===== config.mk =====
export PLATFORM = sky130hd
export DESIGN_NAME = gta_div_pipe
export DESIGN_NICKNAME = d
export VERILOG_FILES = /design/src/hdl/gelu_tanh_activation_assert.svh /design/src/hdl/gta_pkg.sv /design/src/hdl/gta_div_pipe.sv
export SDC_FILE = /design/constraint.sdc
export NUM_CORES = 2
export LEC_CHECK = 0
export BUFFER_PORTS_ARGS = -buffer_cell sky130_fd_sc_hd__buf_2
export CAP_MARGIN = 20
export CORE_MARGIN = 4
export CORE_UTILIZATION = 45
export DETAILED_ROUTE_END_ITERATION = 12
export GPL_TIMING_DRIVEN = 0
export SYNTH_ARGS = -nofsm -noshare
export SYNTH_HDL_FRONTEND = slang
export SYNTH_SLANG_ARGS = --single-unit

===== constraint.sdc =====
create_clock -name i_clk -period 12.5 [get_ports i_clk]
set_input_delay 2.5 -clock i_clk [delete_from_list [all_inputs] [get_ports i_clk]]
set_output_delay 2.5 -clock i_clk [all_outputs]
set_load 0.02 [all_outputs]

===== src/hdl/gelu_tanh_activation_assert.svh =====
// ----------------------------------------------------------------------------
// GELU activation assertion macros
// Shared concurrent assertion forms for the GELU datapath.
// ----------------------------------------------------------------------------
`ifndef GELU_TANH_ACTIVATION_ASSERT_SVH
`define GELU_TANH_ACTIVATION_ASSERT_SVH

// Same-cycle implication, checked on every rising edge outside reset.
`define GTA_ASSERT_IMP(label, clk, rst_n, ante, cons, msg) \
    label: assert property (@(posedge clk) disable iff (!rst_n) (ante) |-> (cons)) \
        else $error(msg);

// Next-cycle implication, checked on every rising edge outside reset.
`define GTA_ASSERT_NXT(label, clk, rst_n, ante, cons, msg) \
    label: assert property (@(posedge clk) disable iff (!rst_n) (ante) |=> (cons)) \
        else $error(msg);

`endif


===== src/hdl/gta_pkg.sv =====
// ----------------------------------------------------------------------------
// GELU activation package
// Fixed-point formats, constants and shared types of the GELU datapath.
// ----------------------------------------------------------------------------
package gta_pkg;

    localparam int DATA_WIDTH_DEF = 16;
    localparam int FRAC_BITS_DEF  = 11;

    // Internal magnitude formats: Q24 for the polynomial, Q30 for tanh.
    localparam int Q24_FRAC = 24;
    localparam int Q30_FRAC = 30;
    localparam int A24_W    = 28;
    localparam int SQ_W     = 31;
    localparam int CUBE_W   = 34;
    localparam int INNER_W  = 30;
    localparam int U24_W    = 30;
    localparam int H_W      = 30;
    localparam int R_W      = 31;

    localparam logic [R_W-1:0] Q30_ONE = R_W'(1) << Q30_FRAC;

    // 0.044715 and sqrt(2/pi) in Q32.
    localparam logic [27:0] C1_Q32 = 28'd192049463;
    localparam logic [31:0] K_Q32  = 32'd3426888095;

    // exp(-u/8) series length and the squarings that raise it to exp(-2u).
    localparam int EXP_TERMS     = 14;
    localparam int EXP_SQUARINGS = 4;

    // Pipelined divider for (1-E)/(1+E).
    localparam int DEN_W              = 32;
    localparam int DIV_Q_W            = 32;
    localparam int DIV_BITS_PER_STAGE = 2;

    typedef struct packed {
        logic en;
        logic vld;
    } t_pipe_ctl;

endpackage


===== src/hdl/gta_div_pipe.sv =====
// ----------------------------------------------------------------------------
// GELU tanh divider
// Forms tanh = (1-E)/(1+E) in Q30 with round half up, as a restoring
// divider that retires two quotient bits in each stage after the set-up stage.
// ----------------------------------------------------------------------------
module gta_div_pipe #(
    parameter int SIDE_W = gta_pkg::DATA_WIDTH_DEF + 2
) (
    input  logic                    i_clk,
    input  logic                    i_rst_n,
    input  gta_pkg::t_pipe_ctl      i_ctl,
    input  logic [gta_pkg::R_W-1:0] i_e,
    input  logic [SIDE_W-1:0]       i_side,
    output logic                    o_vld,
    output logic [gta_pkg::R_W-1:0] o_q,
    output logic [SIDE_W-1:0]       o_side
);
    import gta_pkg::*;

    localparam int Stages = 1 + DIV_Q_W / DIV_BITS_PER_STAGE;
    localparam int RemW   = DEN_W + 1;
    localparam int NfW    = R_W + Q30_FRAC;

    logic               r_vld  [Stages];
    logic [SIDE_W-1:0]  r_side [Stages];
    logic [RemW-1:0]    r_rem  [Stages];
    logic [DIV_Q_W-1:0] r_num  [Stages];
    logic [DIV_Q_W-1:0] r_quo  [Stages];
    logic [DEN_W-1:0]   r_den  [Stages];

    for (genvar s = 0; s < Stages; s++) begin : g_stage
        logic               vld_in;
        logic [SIDE_W-1:0]  side_in;
        logic [RemW-1:0]    n_rem;
        logic [DIV_Q_W-1:0] n_num;
        logic [DIV_Q_W-1:0] n_quo;
        logic [DEN_W-1:0]   n_den;

        if (s == 0) begin : g_prep
            logic [R_W-1:0] num_hi;
            logic [NfW-1:0] num_full;

            // Numerator (1-E)*2^30 plus half the divisor, for round half up.
            always_comb begin
                vld_in   = i_ctl.vld;
                side_in  = i_side;
                n_den    = DEN_W'(i_e) + DEN_W'(Q30_ONE);
                num_hi   = Q30_ONE - i_e;
                num_full = {num_hi, {Q30_FRAC{1'b0}}} + NfW'(n_den[DEN_W-1:1]);
                n_rem    = RemW'(num_full[NfW-1:DIV_Q_W]);
                n_num    = num_full[DIV_Q_W-1:0];
                n_quo    = '0;
            end
        end else begin : g_step
            always_comb begin
                vld_in  = r_vld[s-1];
                side_in = r_side[s-1];
                n_den   = r_den[s-1];
                n_rem   = r_rem[s-1];
                n_num   = r_num[s-1];
                n_quo   = r_quo[s-1];
                for (int b = 0; b < DIV_BITS_PER_STAGE; b++) begin
                    n_rem = {n_rem[DEN_W-1:0], n_num[DIV_Q_W-1]};
                    n_num = {n_num[DIV_Q_W-2:0], 1'b0};
                    if (n_rem >= {1'b0, n_den}) begin
                        n_rem = n_rem - {1'b0, n_den};
                        n_quo = {n_quo[DIV_Q_W-2:0], 1'b1};
                    end else begin
                        n_quo = {n_quo[DIV_Q_W-2:0], 1'b0};
                    end
                end
            end
        end

        always_ff @(posedge i_clk) begin
            if (!i_rst_n) begin
                r_vld[s] <= 1'b0;
            end else if (i_ctl.en) begin
                r_vld[s] <= vld_in;
            end
        end

        always_ff @(posedge i_clk) begin
            if (i_ctl.en) begin
                r_side[s] <= side_in;
                r_rem[s]  <= n_rem;
                r_num[s]  <= n_num;
                r_quo[s]  <= n_quo;
                r_den[s]  <= n_den;
            end
        end
    end

    // The rounded quotient never exceeds 2^30, so it always fits in the low R_W bits.
    assign o_vld  = r_vld[Stages-1];
    assign o_q    = r_quo[Stages-1][R_W-1:0];
    assign o_side = r_side[Stages-1];

endmodule

==> impl_metrics.env <==
export IMPL_port_buffers=102
export IMPL_fp_dieH_um=503
export IMPL_rows=181
export IMPL_ctsHoldBuffers=0
export IMPL_die_w_um=503
export IMPL_skew_ps=80.6
export IMPL_dieArea_sq_um=253000
export IMPL_grt_usage_pct=23.8
export IMPL_cts_tree="yes"
export IMPL_cts_root_to_sink_buffers=3
export IMPL_yosysSeqAreaShare_pct=43.7
export IMPL_post_cts_resized=0
export IMPL_cp_max_fo=10
export IMPL_clkTransAtPathRegs_ps=60
export IMPL_synth_edf_count=1601
export IMPL_ys_async_sr_fraction_pct=0
export IMPL_post_route_min_period_ps=9370
export IMPL_cp_start_kind="flip-flop"
export IMPL_rsz0062_at_grt="no"
export IMPL_synth_avg_cell_area_sq_um=10.5
export IMPL_final_nets=11900
export IMPL_dp_hpwl_um=246000
export IMPL_crit_arrival_ps=9940
export IMPL_slew_viol_final=0
export IMPL_grt_first_pass_wirelength_um=468000
export IMPL_critPathKind="reg -> reg"
export IMPL_final_layout_size_suffix_gt1_share_pct=10.1
export IMPL_initial_core_util_pct=45.3
export IMPL_clk_latency_ps=850
export IMPL_ys_types=107
export IMPL_synth_nets=11600
export IMPL_cp_top_family="compound AO/OA/AOI/OAI gates"
export IMPL_syn_inst=10500
export IMPL_min_path_type="reg -> reg"
export IMPL_pin_count=103
export IMPL_cts_sinks=1602
export IMPL_post_drt_wl_per_cell_um=21.9
export IMPL_ys_top_cells_by_count="edfxtp_1, ha_1, a21oi_1"
export IMPL_netlist_top_cells_area="edfxtp_1, ha_1, mux2_2, xnor2_1, a21oi_1"
export IMPL_cts_htree_levels=4
export IMPL_hold_viol=0
export IMPL_max_cap_viol_count=0
export IMPL_postRouteAntennaNets=0
export IMPL_root_buffer="clkbuf_16"
export IMPL_overflow=0
export IMPL_worst_path_buf_inv=6
export IMPL_yosys_warnings=0
export IMPL_antenna_found_initial=6
export IMPL_syn_cell_area_sq_um=110000
export IMPL_worst_slew_pin_slew_ps=1210
export IMPL_vias=82400
export IMPL_firstDrtPassIters=5
export IMPL_cts_setup_buffers=0
export IMPL_synth_area_leader_cell="edfxtp_1"
export IMPL_gp_congestion=0.939
export IMPL_grt_pass1_vias=78700
export IMPL_synth_top_area_share_pct=43.7
export IMPL_routed_wl_um=310000
export IMPL_min_period_over_period_pct=74.9
export IMPL_fin_setup_tns_ps=0
export IMPL_syn_to_final_growth_pct=10.0
export IMPL_status="completed"
export IMPL_grt_max_degree=188
export IMPL_drc=0
export IMPL_ys_ff_latch=1602
export IMPL_finalSetupViolCount=0
export IMPL_cp_required_ps=13070
export IMPL_synth_most_common_cell="edfxtp_1"
export IMPL_synth_flop_cell="edfxtp_1"
export IMPL_end_kind="flip-flop"
export IMPL_maxSlewHeadroom_pct=17.2
export IMPL_fmax_mhz=107
export IMPL_numCtsBuffers=183
export IMPL_drt_initial_drc_count=7579
export IMPL_cp_slowest_stage_delay_ps=840
export IMPL_slowest_stage="buf_1"
export IMPL_fp_coreArea_sq_um=243000
export IMPL_vias_per_cell=5.83
[kinds of logic (layout without fill, tap and decap cells)]
| kind of cell | Yosys count | in the layout | share of synthesized area, % |
|---|---|---|---|
| AOI/OAI and AO/OA | 3038 | 3038 | 17.5 |
| xor gates and xnor gates | 861 | 861 | 6.85 |
| adders and majority gates | 1057 | 1057 | 12.2 |
| buffers and inverters | 1005 | 1463 | 3.56 |
| DFF | 1602 | 1602 | 43.7 |
| muxes | 587 | 587 | 6.00 |
| other | 0 | 4 | 0 |
| and+or+nand+nor | 2327 | 2327 | 10.2 |
[through the flow]
stage	hold slack, ps	utilization, %	instance area (sq um)	instances	setup slack [ps]
CTS	381	49.8	121000	14100	3230
global route	386	49.8	121000	14100	2530
floorplan	400	-	110000	10500	6020
detailed placement	405	47.2	115000	13800	3270
finish	383	49.8	121000	14100	3130
global placement	400	47.1	115000	13800	-16020
[layout by cell type, fill, tap and decap left out, types with 131 or more instances in the layout]
cell type  netlist  routed
a21o_1         517     517
clkbuf_16        0     183
edfxtp_1      1601    1601
nor2_1         602     602
nor3_1         131     131
xnor2_1        601     601
a21oi_1       1011    1011
ha_1          1025    1025
inv_1          777     777
nand4_1        156     156
nand2_1        643     643
o21ai_0        604     604
mux2_2         532     532
xor2_1         260     260
o21bai_1       144     144
nand3_1        180     180
buf_2           49     152
clkbuf_1       148     175
[state kept, by name (all words and copies together), names as in the netlist]
name / count
r_num: 2
r_vld: 17
r_rem: 509
r_den: 512
r_quo: 256
r_side: 306
[layer usage]
layer,part of all wire (%),up-vias,track usage [%]
met5,0,-,0
met3,6.4,354,3.71
met1,49,40000,35.9
met2,43,2352,35.9
li1,-,39700,-
met4,2.1,0,5.23
[path summary, 6_finish.rpt]
kind | startpoint | end | slack [ps] | cells after the start
worst min-delay path | r_quo[0][163] | r_quo[0][197] | 380 | 0
worst max-delay path | r_den[0][152] | r_rem[0][193] | 3130 | 29
worst min register to register | r_quo[0][163] | r_quo[0][197] | 380 | 0
worst max register to register | r_den[0][152] | r_rem[0][193] | 3130 | 29
[area by class of cell]
class | instances | area (sq um)
Fill cell | 22200 | 122000
Sequential cell | 1602 | 48100
Buffer | 219 | 967
Tap cell | 3202 | 4010
Clock inverter | 132 | 1540
Timing Repair Buffer | 116 | 815
Antenna cell | 4 | 10.0
Multi-Input combinational cell | 7870 | 58100
Inverter | 786 | 2950
Clock buffer | 210 | 4680
Power is not shown: default switching activity piles up to over one toggle a cycle in this logic, so the estimate is an artifact.
